[config.mk]
export PLATFORM = sky130hd
export DESIGN_NAME = dmmp_ram
export DESIGN_NICKNAME = d
export VERILOG_FILES = /design/src/hdl/dmmp_ram.sv
export SDC_FILE = /design/constraint.sdc
export NUM_CORES = 1
export LEC_CHECK = 0
export BUFFER_PORTS_ARGS = -buffer_cell sky130_fd_sc_hd__buf_2
export CORE_MARGIN = 5
export CORE_UTILIZATION = 50
export CTS_CLUSTER_DIAMETER = 120
export DETAILED_ROUTE_END_ITERATION = 7
export GPL_TIMING_DRIVEN = 1
export PLACE_DENSITY = 0.73
export SYNTH_ARGS = -nofsm -noshare
export SYNTH_HDL_FRONTEND = slang
export SYNTH_SLANG_ARGS = --single-unit
[constraint.sdc]
create_clock -name clk -period 2.3 [get_ports clk]
set_clock_uncertainty 0.1 [all_clocks]
set_input_delay 0.345 -clock clk [delete_from_list [all_inputs] [get_ports clk]]
set_output_delay 0.345 -clock clk [all_outputs]
set_load 0.01 [all_outputs]
[src/hdl/dmmp_ram.sv]
// ----------------------------------------------------------------------------
// dmmp_ram
// Generic simple dual-port RAM, one write port, registered read port.
// ----------------------------------------------------------------------------
module dmmp_ram #(
  parameter int WIDTH = 8,
  parameter int DEPTH = 16
) (
  input  logic                     clk,
  input  logic                     we,
  input  logic [$clog2(DEPTH)-1:0] waddr,
  input  logic [WIDTH-1:0]         wdata,
  input  logic [$clog2(DEPTH)-1:0] raddr,
  output logic [WIDTH-1:0]         rdata
);

  logic [WIDTH-1:0] mem [DEPTH];

  // write and registered read
  always_ff @(posedge clk) begin
    if (we) begin
      mem[waddr] <= wdata;
    end
    rdata <= mem[raddr];
  end

endmodule

Word-level counts from Yosys, hierarchy flattened --
Memory sizes are Yosys's and may differ from the RTL's. A register that Yosys moved wholly into a read port is not among the register bits. Index checks and enable logic that the tools add are counted.
Storage, ports and cells: flip-flop bits (word level) 0, bits in writable memories 128, bits of input ports 18, output and inout bits 8, logic and storage cells 3, memories 1
Memories:
- mem | depth 16, bits a word 8, rd ports 1, clocked after Yosys merged registers in 1, write ports 1, line 17 | logic [WIDTH-1:0] mem [DEPTH];
Cells by class: multiplexer cells 2
Operators with widths (number):
- $mux W1 | 2

Longest topological paths before layout --
Gate-level depths: netlist of run 1.
depth in word-level cells 2, depth in mapped cells 5, mapped depth without buffers 3

Worst setup path after synthesis of run 1 --
No wires, ideal clock.
path type in2reg, start in waddr[2], end mem mem[0][0] (enable), arrival 1.455 ns, slack 0.362 ns, stages on the path 2, buffers on the path 0, cell sequence or3b_2 > nor3_1
RTL lines:
- start, declared | line 11 | input logic [$clog2(DEPTH)-1:0] waddr,
- end, declared | line 17
No word-level cell before the write port.

Final worst setup path of run 1 --
start reg rdata[6], read port of mem, end out rdata[6]
RTL lines:
- start, declared | line 14 | output logic [WIDTH-1:0] rdata
No word-level cell between the ends.

==> flow_summary.json, run 1 <==
{
  "status": "finished, final reports clean",
  "synth_top_family_by_area": "multiplexers",
  "initial_core_util": 0.505,
  "drt_iter0_drc": 200,
  "yosys.area_share.simple": 0.0318,
  "regToRegSetupSlack_ps": 860,
  "yosysWarnings": 0,
  "track_usage": 0.166,
  "synth-xor-area-share": 0,
  "regToRegStartpoint": "mem[1][3]",
  "n_fill_cell": 715,
  "worstSetupStartpointType": "flop",
  "clock-root-buffer": "clkbuf_8",
  "setup_tns_ps": 0,
  "die_y_um": 111,
  "wl_mm": 9.54,
  "route.detailed.wl_per_inst_um": 22.1,
  "ir_worst_vdd_uv": 546,
  "yosys.area.top_type": "edfxtp_1",
  "synth_mux_area_frac": 0.150,
  "power_density_nw_per_um2": 958,
  "cts_resized": 0,
  "min_period_ps": 1460,
  "path_class": "reg2out",
  "syn_nets": 247,
  "arrival_ps": 1010,
  "cts_hold_buffers": 0,
  "end_kind": "output port",
  "ys_async_sr_fraction": 0,
  "clock_path_buffers": 2,
  "hold_path.class": "in2reg",
  "synthAdderAreaFrac": 0,
  "pre_cts_ws_ps": 408,
  "synth_most_common_cell": "edfxtp_1",
  "relSlewSlack": 0.553,
  "ys_top_cells_by_count": "128 x edfxtp_1, 18 x mux4_2, 16 x a22oi_1",
  "postRouteAntennaNets": 0,
  "power.leakage_nw": 2.10,
  "cpPeakStageDelay_ps": 350,
  "crit_chain": "buf_2",
  "antenna_found_initial": 0,
  "syn_area_um2": 5150,
  "grt.overflow.total": 0,
  "drc_errors": 0,
  "nets": 300,
  "netlist_instances": 229,
  "synth_seq_cells": 136,
  "max_freq_mhz": 687,
  "clkLatencyLatePin_ps": 530,
  "cap_violations": 0,
  "rsz0062_at_grt": "no",
  "syn-mean-instance-area_um2": 22.5,
  "fp.dieArea_um2": 12400,
  "netlist_top_cells_area": "edfxtp_1 75%, mux4_2 7.9%, mux4_1 7.1%",
  "multi_input_area_um2": 1060,
  "reg2reg_depth": 3,
  "cp_top_family": "flip-flops",
  "firstDrtPassIters": 4,
  "htreeDepth": 4,
  "row_count": 37,
  "worst_path_max_delay_cell": "dfxtp_1",
  "cts.sinks": 136,
  "crit_required_ps": 1860,
  "setup_viol": 0,
  "globalplace.congestion": 0.730,
  "final_max_slew_viol_count": 0,
  "clkTransAtPathRegs_ps": 60,
  "die_w_um": 111,
  "timing.rr.end": "rdata[3]",
  "hold_violations": 0,
  "holdPathStages": 1,
  "dpl.hpwl_mm": 5.90,
  "drive_above_1_share": 0.312,
  "grt_max_degree": 33,
  "crit_buf_inv": 1,
  "grt_pass1_wl_mm": 15.2,
  "yosys.cell_types.count": 19,
  "fin_crit_sh": 0.633,
  "yosysTopAreaCellShare": 0.747,
  "io_buffers": 25,
  "vias": 2460,
  "layout_setup_ws_ps": 845,
  "cts_buffers": 17,
  "core_um2": 10200,
  "final_cells": 431,
  "grt_pass1_vias": 2595,
  "min_from": "wdata[7]",
  "syn_to_final_growth_pct": 19.4,
  "ys.flop_type": "edfxtp_1",
  "io_pins": 26,
  "synth_edf_count": 128,
  "holdPathEnd": "mem[3][7]",
  "cts_setup_buffers": 0,
  "ys_seq_area_frac": 0.778,
  "register_area_um2": 4000,
  "cts_tree": "built",
  "via_per_inst": 5.71,
  "crit_fanout": 1,
  "place_inst": 399,
  "synth_compound_area_frac": 0.0233,
  "diodes": 0,
  "worstMarginPinSlew_ps": 668
}
[per-layer routing]
metal / wire, µm / track usage / vias to the layer above
li1: - / - / 1074
met1: 4100 / 0.223 / 1279
met2: 4720 / 0.258 / 94
met3: 545 / 0.0473 / 13
met4: 174 / 0.0657 / 0
met5: 0 / 0 / -
[flip-flops by register name (all words and copies together) (netlist names)]
| name | count |
|---|---|
| mem | 128 |
| rdata | 8 |
[cell families after synthesis]
logic type,after synthesis
AND/OR/NAND/NOR,35
multiplexers,32
AO/OA/AOI/OAI,16
buffers and inverters,10
flip-flops,136
[cells in the final DEF, fill, tap and decap left out, drive strengths merged, types with 2 or more instances in the layout]
master    Yosys  final
a22oi        16     16
buf           7     44
bufinv        0      5
clkbuf        0     19
clkinv        0      5
clkinvlp      0      2
dfxtp         8      8
edfxtp      128    128
mux4         32     32
nand2         9      9
nand2b        2      2
nand3b        2      2
nor2         13     13
nor3          4      4
[area by class of cell]
cell class                      instances  share of cell area
Clock buffer                           19              0.0686
Clock inverter                         13              0.0328
Multi-Input combinational cell         83               0.172
Sequential cell                       136               0.651
Tap cell                              136              0.0277
Timing Repair Buffer                   44              0.0476
[power breakdown]
| group | leakage, nW | internal, mW | total, mW | switching [mW] |
|---|---|---|---|---|
| clock network | 0.300 | 1.86 | 2.85 | 0.984 |
| registers | 1.22 | 2.77 | 2.79 | 0.0147 |
| logic | 0.581 | 0.111 | 0.258 | 0.147 |
[per-stage QoR]
step | power (mW) | hold slack [ps] | area, µm² | util
6_report | 5.89 | 94.5 | 6150 | 0.604
5_1_grt | 6.06 | 97.7 | 6150 | 0.604
2_1_floorplan | 2.98 | 344 | 5150 | -
3_3_place_gp | 3.09 | 544 | 5520 | 0.542
3_5_place_dp | 3.10 | 556 | 5520 | 0.542
4_1_cts | 5.92 | 78.4 | 6150 | 0.604
[worst max-delay path by stage]
stage / slack, ps / start / depth (start not counted) / end
3_5_place_dp: 410 / raddr[0] / 5 / rdata[0]
4_1_cts: 800 / rdata[6] / 1 / rdata[6]
3_3_place_gp: 410 / raddr[0] / 5 / rdata[0]
5_1_grt: 750 / mem[1][3] / 3 / rdata[3]
6_report: 840 / rdata[6] / 1 / rdata[6]
2_1_floorplan: 360 / waddr[2] / 2 / mem[0][0]
No activity file was read; power rests on OpenSTA's default activity.
==> run 2, diff against run 1 <==
==> constraint.sdc (replaced) <==
create_clock -name clk -period 1.5 [get_ports clk]
set_clock_uncertainty 0.1 [all_clocks]
set_input_delay 0.225 -clock clk [delete_from_list [all_inputs] [get_ports clk]]
set_output_delay 0.225 -clock clk [all_outputs]
set_load 0.01 [all_outputs]
==> run 2 against run 1 <==
- worst hold slack better by 56 ps
- flip-flop and latch count unchanged
- sequential share of layout area down 2.5 points
- clock power up 48%
- cell count up 6.7%
- setup slack worse by 790 ps
- wire length up 4.5%
- non-clock buffer count up 29
- critical path type is now reg2reg
==> flow_summary.json, run 2 (same netlist as run 1, synthesis figures left out) <==
{
  "status": "finished, final reports clean",
  "top_regs": "mem (128), rdata (8)",
  "crit_fanout": 1,
  "crit_required_ps": 1810,
  "max_freq_mhz": 694,
  "whs_ps": 150,
  "cp_top_family": "multiplexers",
  "finalPower_mw": 8.94,
  "layout_setup_ws_ps": 58.1,
  "fin_crit_sh": 0.961,
  "relSlewSlack": 0.483,
  "cts.sinks": 136,
  "firstDrtPassIters": 4,
  "place_area_um2": 5700,
  "clkTransAtPathRegs_ps": 60,
  "drt_iter0_drc": 201,
  "power_density_nw_per_um2": 1400,
  "design_area_um2": 6390,
  "final_common_cell": "edfxtp_1",
  "layout_common_cells": "128 x edfxtp_1, 38 x buf_4, 25 x buf_2",
  "grt_pass1_wl_mm": 15.4,
  "route.detailed.wl_per_inst_um": 21.7,
  "wl_mm": 9.97,
  "grt.overflow.total": 0,
  "postRouteAntennaNets": 0,
  "core_um2": 10200,
  "min_period_ps": 1440,
  "initial_core_util": 0.505,
  "worst_path_max_delay_cell": "mux4_1",
  "worstSetupStartpointType": "flop",
  "drive_above_1_share": 0.373,
  "n_fill_cell": 716,
  "track_usage": 0.173,
  "cts_buffers": 17,
  "reg2reg_depth": 3,
  "antenna_found_initial": 0,
  "holdPathEnd": "mem[4][3]",
  "crit_buf_inv": 0,
  "timing.rr.end": "rdata[5]",
  "drc_errors": 0,
  "hold_violations": 0,
  "path_class": "reg2reg",
  "io_buffers": 25,
  "clock_path_buffers": 2,
  "setup_viol": 0,
  "dpl.hpwl_mm": 6.49,
  "ir_worst_vdd_uv": 774,
  "cap_violations": 0,
  "row_count": 37,
  "min_from": "waddr[0]",
  "die_y_um": 111,
  "clkLatencyLatePin_ps": 530,
  "nets": 329,
  "power.leakage_nw": 2.24,
  "via_per_inst": 5.51,
  "worstMarginPinSlew_ps": 774,
  "hold_path.class": "in2reg",
  "io_pins": 26,
  "final_cells": 460,
  "grt_max_degree": 22,
  "fp.dieArea_um2": 12400,
  "vias": 2535,
  "crit_chain": "mux4_1 -> a22oi_1 -> nand2_1",
  "final_max_slew_viol_count": 0,
  "end_kind": "flop",
  "cts_tree": "built",
  "largest-register": "mem",
  "regToRegSetupSlack_ps": 60,
  "holdPathStages": 3,
  "setup_tns_ps": 0,
  "pre_cts_ws_ps": -240,
  "rsz0062_at_grt": "no",
  "htreeDepth": 4,
  "die_w_um": 111,
  "utilization": 0.628,
  "arrival_ps": 1760,
  "syn_to_final_growth_pct": 24.2,
  "regToRegStartpoint": "mem[0][5]",
  "globalplace.congestion": 0.744,
  "cpPeakStageDelay_ps": 490,
  "clock-root-buffer": "clkbuf_8",
  "largest_reg_flops": 128,
  "cts_setup_buffers": 0,
  "place_inst": 420,
  "grt_pass1_vias": 2663,
  "diodes": 0
}
-- run 2: cell count changes in the layout (fill, tap and decap cells not counted), moves of 2 or more --
cell           delta
buf_4            +21
dlygate4sd3_1     +8
clkinv_2          +3
nor3_1            -3
nor3_2            +3
a22oi_1           -2
a22oi_2           +2
clkbuf_1          -2
clkinvlp_4        +2
-- run 2: tightest hold or removal path: cells and delay by family --
| kind | cells | cell delay, ps |
|---|---|---|
| buffers and inverters | 2 | 310 |
| AND/OR/NAND/NOR | 1 | 70 |
-- run 2: per-layer routing --
metal	wire length, µm	up-vias	share of wire	global-route usage
met5	0	-	0	0
met4	192	0	0.019	0.0916
met3	591	14	0.059	0.0527
met2	4980	73	0.50	0.261
met1	4210	1312	0.42	0.230
li1	-	1136	-	-
-- run 2: area by class of cell --
type / count / area, µm² / area share
sequential: 136 / 4000 / 0.626
multi-input combinational: 83 / 1080 / 0.169
timing repair buffer: 73 / 531 / 0.0830
clock buffer: 18 / 428 / 0.0669
clock inverter: 14 / 180 / 0.0282
tap: 136 / 170 / 0.0266
-- run 2: how the worst max path moves through the flow --
stage	startpoint	to	slack [ps]	depth (start not counted)
6_report	mem[0][5]	rdata[5]	60	3
5_1_grt	mem[1][5]	rdata[5]	3	3
4_1_cts	mem[9][4]	rdata[4]	3	3
3_5_place_dp	raddr[0]	rdata[4]	-240	5
3_3_place_gp	raddr[0]	rdata[5]	-220	5
2_1_floorplan	waddr[2]	mem[3][0]	-90	2
-- run 2: where the power goes --
group / total, mW / leakage, nW / internal (mW) / switching, mW
sequential: 4.27 / 1.22 / 4.25 / 0.0241
clock: 4.21 / 0.292 / 2.72 / 1.49
combinational: 0.452 / 0.724 / 0.211 / 0.241
-- run 2: timing repair --
action | 4_1_cts | 5_1_grt
endpoints found under the setup margin | 0 | 2
endpoints found under the hold margin | 128 | 0
resized for setup | 0 | 2
hold buffers | 8 | 0
