`src/hdl/dmmp_pkg.sv`:
```
// ----------------------------------------------------------------------------
// dmmp_pkg
// Shared constants and types for the minimum mean path table.
// ----------------------------------------------------------------------------
package dmmp_pkg;

  localparam int MAX_NODES   = 64;
  localparam int NODE_BITS   = $clog2(MAX_NODES);
  localparam int CELL_BITS   = 2 * NODE_BITS;
  localparam int CELLS       = MAX_NODES * MAX_NODES;
  localparam int WEIGHT_BITS = 20;
  localparam int SUM_BITS    = 26;
  localparam int LEN_BITS    = 6;
  localparam int CFG_BITS    = 7;
  localparam int COST_W      = SUM_BITS + 1;
  localparam int BEST_W      = SUM_BITS + LEN_BITS;

  typedef enum logic [1:0] {
    CMD_CLEAR = 2'd0,
    CMD_ADD   = 2'd1,
    CMD_QUERY = 2'd2,
    CMD_NONE  = 2'd3
  } cmd_t;

  typedef enum logic [3:0] {
    S_CLR,
    S_IDLE,
    S_ADD_RD,
    S_ADD_WR,
    S_INIT,
    S_REL,
    S_TAIL,
    S_UPD,
    S_QRD,
    S_QOUT,
    S_DONE
  } state_t;

  // control from the sequencer to the min accumulator
  typedef struct packed {
    logic clear;
    logic take;
  } acc_ctl_t;

endpackage

```
`src/hdl/dmmp_min_acc.sv`:
```
// ----------------------------------------------------------------------------
// dmmp_min_acc
// Running minimum of cost plus edge weight over the predecessors of a node.
// ----------------------------------------------------------------------------
module dmmp_min_acc (
  input  logic                              clk,
  input  dmmp_pkg::acc_ctl_t                ctl,
  input  logic [dmmp_pkg::WEIGHT_BITS-1:0]  weight,
  input  logic [dmmp_pkg::COST_W-1:0]       cost,
  output logic                              have,
  output logic [dmmp_pkg::SUM_BITS-1:0]     low
);
  import dmmp_pkg::*;

  logic                acc_have;
  logic [SUM_BITS-1:0] acc_low;
  logic                cur_ok;
  logic [SUM_BITS-1:0] cur_sum;

  // candidate from the current predecessor
  assign cur_ok  = ctl.take && (weight != '0) && cost[SUM_BITS];
  assign cur_sum = cost[SUM_BITS-1:0] + SUM_BITS'(weight);

  // merge candidate with the held minimum
  always_comb begin
    have = acc_have;
    low  = acc_low;
    if (cur_ok && (!acc_have || cur_sum < acc_low)) begin
      have = 1'b1;
      low  = cur_sum;
    end
  end

  // hold the minimum, drop it between nodes
  always_ff @(posedge clk) begin
    if (ctl.clear) begin
      acc_have <= 1'b0;
      acc_low  <= '0;
    end else begin
      acc_have <= have;
      acc_low  <= low;
    end
  end

endmodule

```
`config.mk`:
```
export PLATFORM = sky130hd
export DESIGN_NAME = dmmp_min_acc
export DESIGN_NICKNAME = d
export VERILOG_FILES = /design/src/hdl/dmmp_pkg.sv /design/src/hdl/dmmp_min_acc.sv
export SDC_FILE = /design/constraint.sdc
export NUM_CORES = 1
export LEC_CHECK = 0
export BUFFER_PORTS_ARGS = -buffer_cell sky130_fd_sc_hd__buf_4
export CORE_AREA = 4 4 135 111
export DETAILED_ROUTE_END_ITERATION = 16
export DIE_AREA = 0 0 139 115
export PLACE_DENSITY = 0.46
export SETUP_SLACK_MARGIN = 0.3
export SYNTH_ARGS = -nofsm -noshare
export SYNTH_HDL_FRONTEND = slang
export SYNTH_SLANG_ARGS = --single-unit
```
`constraint.sdc`:
```
create_clock -name clk -period 8.5 [get_ports clk]
set_input_delay 0 -clock clk [delete_from_list [all_inputs] [get_ports clk]]
set_output_delay 0 -clock clk [all_outputs]
set_load 0.01 [all_outputs]
```
Yosys cells after proc, flatten, opt, wreduce, memory -nomap -nowiden
Cells that the tools add are included.
Word-level totals
  register bits after elaboration: 27
  bits of input ports: 50
  output and inout bits: 27
Cells by class
  $add $sub $neg: 1
  magnitude comparators: 1
  muxes and demuxes: 2
  reduce and logical (&&, ||, !) cells: 6
Operator list (number)
  $add 26x20->26: 1
  $lt 26x26->1: 1
  $mux 26: 1
  $reduce_bool 20->1: 1
  $logic_and 1x1->1: 3
  $logic_not 1->1: 1
  $logic_or 1x1->1: 1
  $mux 1: 1

Depth between registers and ports, before layout
Gate-level depths: netlist of run 1.
  word-level depth: 5
  depth in mapped cells: 18

Least setup slack after synthesis of run 1
Ideal clock, no wire load.
  kind: in2reg
  start: input weight[0] in the netlist's numbering
  end: register acc_low[21]
  setup time: 0.086 ns
  arrival: 3.452 ns
  data required time: 8.414 ns
  slack: 4.963 ns
  cell stages on the path: 18
  path buffers: 2
  cells stage by stage: ha_1 fa_1 a211oi_2 o211ai_2 and3_1 o31ai_1 a21oi_1 xor2_1 ha_1 and3_1 nand3_1 or2_1 a311oi_1 or2_1 buf_2 buf_2 nor3_1 a211oi_1
Between the ends
  cells in the longest elaborated chain, start to end: 5
  elaborated cells on any way between the ends: 8
  those cells by class: add/sub: 1; order compare: 1; mux: 1; reduce/logical: 5
Ends and longest elaborated chain
  start: declaration: RTL line dmmp_min_acc.sv:8  | input logic [dmmp_pkg::WEIGHT_BITS-1:0] weight,
  $add 26x20->26 / $reduce_bool 20->1 (equally long branches): RTL line dmmp_min_acc.sv:22, dmmp_min_acc.sv:21
  $lt 26x26->1 / $logic_and 1x1->1 (equally long branches): RTL line dmmp_min_acc.sv:28, dmmp_min_acc.sv:21
  $logic_or 1x1->1 / $logic_and 1x1->1 (equally long branches): RTL line dmmp_min_acc.sv:28, dmmp_min_acc.sv:21
  $logic_and 1x1->1: RTL line dmmp_min_acc.sv:28  | if (cur_ok && (!acc_have || cur_sum < acc_low)) begin
  $mux 26 *: RTL line dmmp_min_acc.sv:28
  end signal: assignment: RTL line dmmp_min_acc.sv:41  | acc_low <= low;
  end: declaration: RTL line dmmp_min_acc.sv:16  | logic [SUM_BITS-1:0] acc_low;
Mark *: on every way between the ends. The rest lies on a longest branch, timed or not.
A chain may end at the register's enable or synchronous reset.

Worst setup path after layout of run 1
  start: input weight[0] in the netlist's numbering
  end: output low[24] in the netlist's numbering
Between the ends
  cells in the longest elaborated chain, start to end: 5
  elaborated cells on any way between the ends: 8
  those cells by class: add/sub: 1; order compare: 1; mux: 1; reduce/logical: 5
Ends and longest elaborated chain
  $add 26x20->26 / $reduce_bool 20->1 (equally long branches): RTL line dmmp_min_acc.sv:22, dmmp_min_acc.sv:21
  $lt 26x26->1 / $logic_and 1x1->1 (equally long branches): RTL line dmmp_min_acc.sv:28, dmmp_min_acc.sv:21
  $logic_or 1x1->1 / $logic_and 1x1->1 (equally long branches): RTL line dmmp_min_acc.sv:28, dmmp_min_acc.sv:21
  $logic_and 1x1->1: RTL line dmmp_min_acc.sv:28
  $mux 26 *: RTL line dmmp_min_acc.sv:28
  end: declaration: RTL line dmmp_min_acc.sv:11  | output logic [dmmp_pkg::SUM_BITS-1:0] low
Marks and branches as above.

==> flow_summary.toml, run 1 <==
[floorplanning]
die_x_um = 139
die_y_um = 115
fp.coreArea_um2 = 13500
num_io_pins = 77
die_area_um2 = 16000
rows = 38
initial_core_util_pct = 24.7

[logic_synthesis]
ys_warn_count = 0
yosys.cell_count.top_type = "a21oi_1"
synth_edf_count = 0
synth_common_cells = "50 x a21oi_1, 45 x ha_1, 43 x nand2_1"
synthCells = 446
synth_top_area_cell = "ha_1"
ys_seq_area_share_pct = 16.2
synth.avg_cell_area_um2 = 7.48
synth_area_um2 = 3330
synthArstFlopShare_pct = 0
synth_area_leaders = "ha_1 17%, dfxtp_1 16%, a21oi_1 7.5%"
yosys.area.top_type_share_pct = 16.9
synth-seq-cells = 27
syn_nets = 542
ys_types = 60
ys.flop_type = "dfxtp_1"

[detailed_routing]
drc = 0
drt-initial-drc-count = 209
ant_nets = 0
routed_via_density = 5.06
dr_total_vias = 3476
post_drt_wl_per_cell_um = 16.0
first_pass_iters = 5
wl_mm = 11.0

[global_route]
grt.overflow.total = 0
first_global_vias = 3473
antenna_found_initial = 0
track_usage_pct = 13.5
grt_pass1_wl_mm = 17.8
grt_start_max_net_pins = 27

[clock_network]
post_cts_buffers = 0
cts.sinks = 27
cts_tree = "yes"
postCtsHoldBufs = 0
cts_buffers = 3
clk_pin_slew_ns = 0.07
clock_latency_ns = 0.27
clockRootBuffer = "clkbuf_16"
htreeDepth = 1
cts_buffer_depth = 2
postCtsResizedCells = 0

[finish]
fin_util_pct = 30.5
diodes = 0
drive_above_1_share_pct = 20.5
final_nets = 604
regArea_um2 = 541
fin_cells = 687
multi_input_area_um2 = 2580
fillers = 1508
area_growth_pct = 23.6

[timing]
rsz0062_at_grt = "no"
whs_ns = 0.109
fin_crit_sh_pct = 55.6
clock_skew_ns = 0.00325
timing.fmax_mhz = 211
hold_viol = 0
tns_ns = 0
worstMarginPinSlew_ns = 1.04
layout_min_cycle_time_ns = 4.73
timing.final.max_slew_violations = 0
setup_viol = 0
slew_headroom_pct = 30.8

[pwr]
switchingPower_mw = 0.216
power.internal_mw = 0.325
p_clk_share_pct = 20.6
vdd_drop_max_uv = 72.2
powerDensity_nw_per_um2 = 131
sequentialPowerShare_pct = 25.9
combPwrFrac_pct = 53.4
switching_share_pct = 39.9
p_leak_nw = 1.83

[place]
dp_cells = 683
io_buffers = 76
gp_congestion = 0.837
dp.final_hpwl_mm = 8.96

[setup_path]
end_kind = "output port"
r2r_start = "acc_low[4]"
cp_data_arrival_time_ns = 4.73
cp-startpoint = "weight[0]"
r2r_cells = 8
reg2reg_to = "acc_low[24]"
start_kind = "primary input"
critical_path_required_ns = 8.50
r2r_setup_slack_ns = 5.41
worstPathMaxFanout = 26
worstSetupPathType = "in2out"

[job]
max_cap_violations = 0

[worst_hold_path]
min_from = "ctl[1]"
hold_path.class = "in2reg"
whs_path_depth = 2
hold_path_end = "acc_low[11]"

[outcome]
outcome = "finished clean"
==> stage by stage <==
| stage | area (um^2) | setup WS [ns] | total power [mW] |
|---|---|---|---|
| after floorplan | 3330 | 4.96 | 0.334 |
| after global placement | 4040 | 3.92 | 0.431 |
| after detailed placement | 4040 | 3.82 | 0.434 |
| after CTS | 4120 | 3.80 | 0.548 |
| after global routing | 4120 | 3.41 | 0.589 |
| final | 4120 | 3.77 | 0.541 |
==> power by group through the flow <==
stage	clock network [mW]	registers [mW]	logic [mW]
detailed placement	0	0.143	0.291
CTS	0.115	0.140	0.292
floorplan	0	0.142	0.191
global route	0.122	0.142	0.326
finish	0.112	0.140	0.289
global placement	0	0.143	0.288
==> metal layers <==
metal | up-vias | share of wire, % | global-route usage (%)
met5 | - | 0 | 0
met4 | 0 | 0.90 | 1.50
met3 | 8 | 5.0 | 3.28
met2 | 81 | 44 | 22.3
met1 | 1614 | 50 | 18.6
li1 | 1773 | - | -
==> sequential cells by signal, indices dropped and copies added, names as in the netlist <==
| register | count |
|---|---|
| acc_low | 26 |
| acc_have | 1 |
==> worst max path at each step <==
stage | depth (start not counted) | endpoint | slack [ns]
final | 18 | low[24] | 3.77
after global routing | 16 | low[21] | 3.41
after global placement | 17 | low[21] | 3.92
after CTS | 18 | low[15] | 3.80
after detailed placement | 18 | low[15] | 3.82
after floorplan | 18 | acc_low[21] | 4.96
==> placed cells by master (no fill, tap or decap), types with 3 or more instances in the layout <==
cell type | synthesis | routed
a211oi_2 | 3 | 3
o211a_1 | 3 | 3
nor4_1 | 5 | 5
a31oi_1 | 4 | 4
nand3_1 | 30 | 30
nor3_1 | 5 | 5
xnor2_1 | 8 | 8
o21bai_1 | 3 | 3
nor2_1 | 14 | 14
nor2b_1 | 3 | 3
o21ai_0 | 22 | 22
o211ai_1 | 3 | 3
dfxtp_1 | 27 | 27
a21oi_1 | 50 | 50
ha_1 | 45 | 45
and3_1 | 9 | 9
a21o_1 | 15 | 15
or2_1 | 3 | 3
o21a_1 | 7 | 7
buf_4 | 0 | 77
xor2_1 | 9 | 9
nand4_1 | 10 | 10
and2_1 | 6 | 6
a31o_2 | 3 | 3
o21ai_1 | 18 | 18
inv_1 | 32 | 32
nand2_1 | 43 | 43
clkbuf_16 | 0 | 3
a211oi_1 | 8 | 8
==> critical path: stages <==
cell      delay [ns]
buf_4           0.11
ha_1            0.24
fa_1            0.44
a211oi_2        0.26
o211ai_2        0.21
and3_1          0.23
o31ai_1         0.33
a21oi_1         0.14
xor2_1          0.19
ha_1            0.32
and3_1          0.16
nand3_1         0.09
or2_1           0.24
a311oi_1        0.31
or2_1           0.85
o21ai_0         0.28
o21a_1          0.18
buf_4           0.14
==> area by class of cell <==
type                    instances  share of cell area [%]
multi-input cells             367                    62.6
repair buffers                 77                    14.0
flip-flops and latches         27                    13.1
well taps                     180                    5.46
inverters                      32                    2.91
clock buffers                   4                    1.91
==> logic make-up (layout without fill, tap and decap cells) <==
logic type	count (synthesis)	in the layout	synth area share, %
AOI/OAI and AO/OA	159	159	32.1
xor gates and xnor gates	17	17	4.47
adders and majority gates	46	46	17.5
buffers and inverters	52	113	6.42
DFF	27	27	16.2
muxes	2	2	0.675
and+or+nand+nor	143	143	22.6
(Power assumes the default switching activity.)
==> run 2, diff against run 1 <==
ABC_AREA = 1   (was default)
CORE_AREA = 4 4 142 117   (was 4 4 135 111)
DIE_AREA = 0 0 146 121   (was 0 0 139 115)
PLACE_DENSITY = 0.45   (was 0.46)
clock period = 4.9 ns   (was 8.5 ns; I/O delays follow)
==> run 2 against run 1 <==
  * Sequential share of layout area shrank 1.2 points
  * Via count grew 9.2%
  * Utilization shrank 0.83 points
  * Highest routed layer unchanged
==> flow_summary.toml, run 2 <==
[floorplanning]
initial_core_util_pct = 24.2
rows = 41
die_x_um = 146
die_y_um = 121
num_io_pins = 77
fp.coreArea_um2 = 15300
die_area_um2 = 17700

[timing]
setup_viol = 0
whs_ns = 0.100
layout_min_cycle_time_ns = 3.33
timing.fmax_mhz = 301
rsz0062_at_grt = "no"
timing.final.max_slew_violations = 0
slew_headroom_pct = 64.7
hold_viol = 0
layout_setup_ws_ns = 1.57
worstMarginPinSlew_ns = 0.530
fin_crit_sh_pct = 67.9
tns_ns = 0
clock_skew_ns = 0.00372

[setup_path]
r2r_setup_slack_ns = 2.81
start_kind = "primary input"
critical_path_required_ns = 4.90
worstSetupPathType = "in2out"
worstPathMaxFanout = 26
cp_data_arrival_time_ns = 3.33
end_kind = "output port"

[clock_network]
htreeDepth = 1
postCtsHoldBufs = 0
cts_buffers = 3
cts_buffer_depth = 2
clock_latency_ns = 0.27
cts.sinks = 27
clockRootBuffer = "clkbuf_16"
clk_pin_slew_ns = 0.07
post_cts_buffers = 0
postCtsResizedCells = 0
cts_tree = "yes"

[logic_synthesis]
synth_top_area_cell = "nand2_1"
ys_types = 28
synth_area_um2 = 3720
synth-seq-cells = 27
ys.flop_type = "dfxtp_1"
synthCells = 686
ys_warn_count = 0
synthArstFlopShare_pct = 0
synth_edf_count = 0
synth_area_leaders = "nand2_1 26%, inv_1 16%, ha_1 15%"
synth_common_cells = "260 x nand2_1, 162 x inv_1, 70 x nor2_1"
yosys.area.top_type_share_pct = 26.2
yosys.cell_count.top_type = "nand2_1"
ys_seq_area_share_pct = 14.5
syn_nets = 782
synth.avg_cell_area_um2 = 5.42

[pwr]
powerDensity_nw_per_um2 = 213
power.internal_mw = 0.567
total_power_mw = 0.970
sequentialPowerShare_pct = 25.0
p_clk_share_pct = 19.7
p_leak_nw = 2.85
switchingPower_mw = 0.404
vdd_drop_max_uv = 111
combPwrFrac_pct = 55.2
switching_share_pct = 41.6

[place]
gp_congestion = 0.836
io_buffers = 76
placed_area_um2 = 4480
dp_cells = 946
dp_slack_ns = 1.55
dp.final_hpwl_mm = 9.78

[detailed_routing]
wl_mm = 11.1
dr_total_vias = 3797
first_pass_iters = 4
post_drt_wl_per_cell_um = 11.7
drt-initial-drc-count = 164
ant_nets = 0
drc = 0
routed_via_density = 4.00

[global_route]
use_met1_pct = 17.9
grt.overflow.total = 0
grt_pass1_wl_mm = 18.2
antenna_found_initial = 0
track_usage_pct = 12.8
met3_usage_pct = 2.69
met2_usage_pct = 20.9
first_global_vias = 3652
grt_start_max_net_pins = 28
busiest_layer = "met2"

[finish]
multi_input_area_um2 = 2500
biggestRegsByFlops = "acc_low x26, acc_have x1"
final_area_um2 = 4560
area_growth_pct = 22.5
largest_register_ffs = 26
final_nets = 854
fin_util_pct = 29.7
final_cell_mix = "260 x nand2_1, 162 x inv_1, 76 x buf_4, 70 x nor2_1, 45 x ha_1"
fillers = 1808
drive_above_1_share_pct = 12.4
largest_register = "acc_low"
final_common_cell = "nand2_1"
fin_cells = 950
regArea_um2 = 541
diodes = 0

[outcome]
outcome = "finished clean"

[worst_hold_path]
hold_path.class = "in2reg"

[job]
max_cap_violations = 0
[run 2: final cells by class]
type / count / share of cell area [%]
repair buffers: 76 / 12.5
well taps: 193 / 5.30
multi-input cells: 485 / 55.0
inverters: 165 / 13.6
clock buffers: 4 / 1.73
flip-flops and latches: 27 / 11.9
[run 2: cells by family after synthesis]
family	count (synthesis)	share of synthesized area, %
AOI/OAI and AO/OA	23	3.40
xor gates and xnor gates	14	3.30
adders and majority gates	46	15.7
buffers and inverters	174	18.1
DFF	27	14.5
and+or+nand+nor	402	45.0
[run 2: power groups by stage]
| stage | sequential, mW | combinational, mW | clock, mW |
|---|---|---|---|
| after floorplan | 0.247 | 0.365 | 0 |
| after global placement | 0.248 | 0.546 | 0 |
| after detailed placement | 0.248 | 0.544 | 0 |
| after CTS | 0.243 | 0.548 | 0.199 |
| after global routing | 0.245 | 0.625 | 0.209 |
| final | 0.243 | 0.536 | 0.191 |
[run 2: final timing paths]
path	startpoint	endpoint	cells past startpoint
min	ctl[1]	acc_low[4]	2
min reg2reg	acc_have	acc_have	2
max reg2reg	acc_low[17]	acc_low[25]	13
max	weight[8]	low[25]	24
[run 2: layer usage]
metal | vias up | routed length (um)
met5 | - | 0
met4 | 0 | 51
met3 | 5 | 468
met2 | 56 | 4780
met1 | 1566 | 5840
li1 | 2170 | -
[run 2: worst max-delay path, stage by stage]
cell and delay (ns):
buf_4 0.11, ha_1 0.36, nand2_1 0.12, nor2_1 0.25
nand3_1 0.12, nand3b_1 0.22, nand2_1 0.11, nand2_1 0.07
nand2_1 0.04, nand2_1 0.11, inv_1 0.06, ha_1 0.30
nand2_1 0.08, nor2_1 0.14, nand4_1 0.10, nor2_1 0.09
nand2_1 0.07, nand2_2 0.09, nand2_4 0.16, nand2_4 0.29
nand2_1 0.08, nand2_1 0.12, inv_1 0.05, buf_4 0.14
==> run 3, diff against run 2 <==
clock period = 3.45 ns   (was 4.9 ns; I/O delays follow)
==> run 3 against run 2 <==
  * Clock power increased by 47%
  * Setup slack got worse by 1.1 ns
  * Critical path depth grew 2
  * First-iteration DRC count is 20% lower
  * Cell area is 17% higher
  * Utilization rose by 4.9 points
  * Cell count increased by 2.1%
  * Largest cell class unchanged
  * Highest routed layer unchanged
==> flow_summary.toml, run 3 (synthesized netlist as in run 2, its figures left out) <==
[outcome]
outcome = "finished clean"

[floorplanning]
die_x_um = 146
die_y_um = 121
initial_core_util_pct = 24.2
die_area_um2 = 17700
fp.coreArea_um2 = 15300
num_io_pins = 77
rows = 41

[timing]
clock_skew_ns = 0.00595
setup_viol = 0
rsz0062_at_grt = "no"
timing.final.max_slew_violations = 0
slew_headroom_pct = 69.4
layout_min_cycle_time_ns = 2.95
fin_crit_sh_pct = 85.6
timing.fmax_mhz = 339
worstMarginPinSlew_ns = 0.458
hold_viol = 0
tns_ns = 0

[finish]
final_area_um2 = 5310
final_cell_mix = "229 x nand2_1, 159 x inv_1, 88 x buf_4, 54 x nor2_1, 31 x nand2_2"
area_growth_pct = 42.8
final_nets = 874
drive_above_1_share_pct = 26.0
fin_util_pct = 34.6
largest_register = "acc_low"
largest_register_ffs = 26
biggestRegsByFlops = "acc_low x26, acc_have x1"
final_common_cell = "nand2_1"
fin_cells = 970
diodes = 0

[place]
gp_congestion = 0.842
dp.final_hpwl_mm = 9.75
io_buffers = 76
dp_cells = 956
placed_area_um2 = 4560

[global_route]
grt_pass1_wl_mm = 18.7
first_global_vias = 3801
track_usage_pct = 12.9
grt_start_max_net_pins = 28
grt.overflow.total = 0
antenna_found_initial = 0

[setup_path]
worstPathMaxFanout = 6
end_kind = "output port"
worstSetupPathType = "in2out"
crit_buf_inv = 6
cp_data_arrival_time_ns = 2.95
critPathMaxStageDelay_ns = 0.30
path_common_cell = "nand2_1"
cp_slowest_cell = "nand3b_1"
critical_path_required_ns = 3.45
cp_top_family = "simple AND/OR/NAND/NOR gates"
r2r_setup_slack_ns = 1.51
start_kind = "primary input"

[clock_network]
clockRootBuffer = "clkbuf_16"
cts_buffer_depth = 2
htreeDepth = 1
postCtsHoldBufs = 0
clk_pin_slew_ns = 0.07
clock_latency_ns = 0.27
cts_tree = "yes"
cts_buffers = 3
cts.sinks = 27

[pwr]
powerDensity_nw_per_um2 = 295
p_leak_nw = 3.02
vdd_drop_max_uv = 183

[detailed_routing]
post_drt_wl_per_cell_um = 12.1
dr_total_vias = 3978
ant_nets = 0
wl_mm = 11.7
routed_via_density = 4.10
drt-initial-drc-count = 131
drc = 0
first_pass_iters = 5

[job]
max_cap_violations = 0

[worst_hold_path]
hold_path.class = "in2reg"
[run 3: cell count changes in the layout (fill, tap and decap cells not counted), moves of 4 or more]
| cell | change |
|---|---|
| nand2_1 | -31 |
| nand2_2 | +28 |
| ha_1 | -23 |
| ha_4 | +20 |
| nor2_1 | -16 |
| buf_4 | +12 |
| nor2_4 | +9 |
| nor2_2 | +7 |
| buf_6 | +4 |
| xnor2_1 | -4 |
[run 3: path summary, 6_finish.rpt]
kind               startpoint          end  cells after the start
setup / recovery    weight[6]      low[17]                     26
hold / removal         ctl[1]   acc_low[1]                      2
setup reg to reg  acc_low[23]  acc_low[17]                     14
hold reg to reg    acc_low[0]   acc_low[0]                      4
[run 3: timing repair]
item | in CTS | in global routing
buffers inserted | 0 | 7
resized for setup | 2 | 116
pin swaps | 0 | 37
setup endpoints to repair | 26 | 29
cloned | 0 | 3
[run 3: area by class of cell]
cell class / count / area, um^2
fillers: 1759 / 10000
clock buffers: 3 / 75.1
clock inverters: 1 / 5.00
repair buffers: 96 / 791
well taps: 193 / 241
multi-input cells: 485 / 3040
flip-flops and latches: 27 / 541
inverters: 165 / 619
[run 3: layer usage]
layer  track usage, %  vias up  share of wire [%]
li1                 -     2220                  -
met5                0        -                  0
met1             18.1     1689                 52
met3             2.54        7                3.9
met4             1.65        0                1.1
met2             21.0       62                 43
[run 3: metrics by stage]
step / hold WS, ns / worst slack (ns) / power (mW)
2_1_floorplan: 0.227 / 0.874 / 0.869
3_3_place_gp: 0.384 / 0.200 / 1.14
3_5_place_dp: 0.386 / 0.252 / 1.14
4_1_cts: 0.101 / 0.347 / 1.43
5_1_grt: 0.125 / 0.295 / 1.73
6_report: 0.0954 / 0.499 / 1.57
[run 3: power breakdown]
part,switching [mW],internal [mW]
logic,0.524,0.418
clock network,0.123,0.157
registers,0.00696,0.338
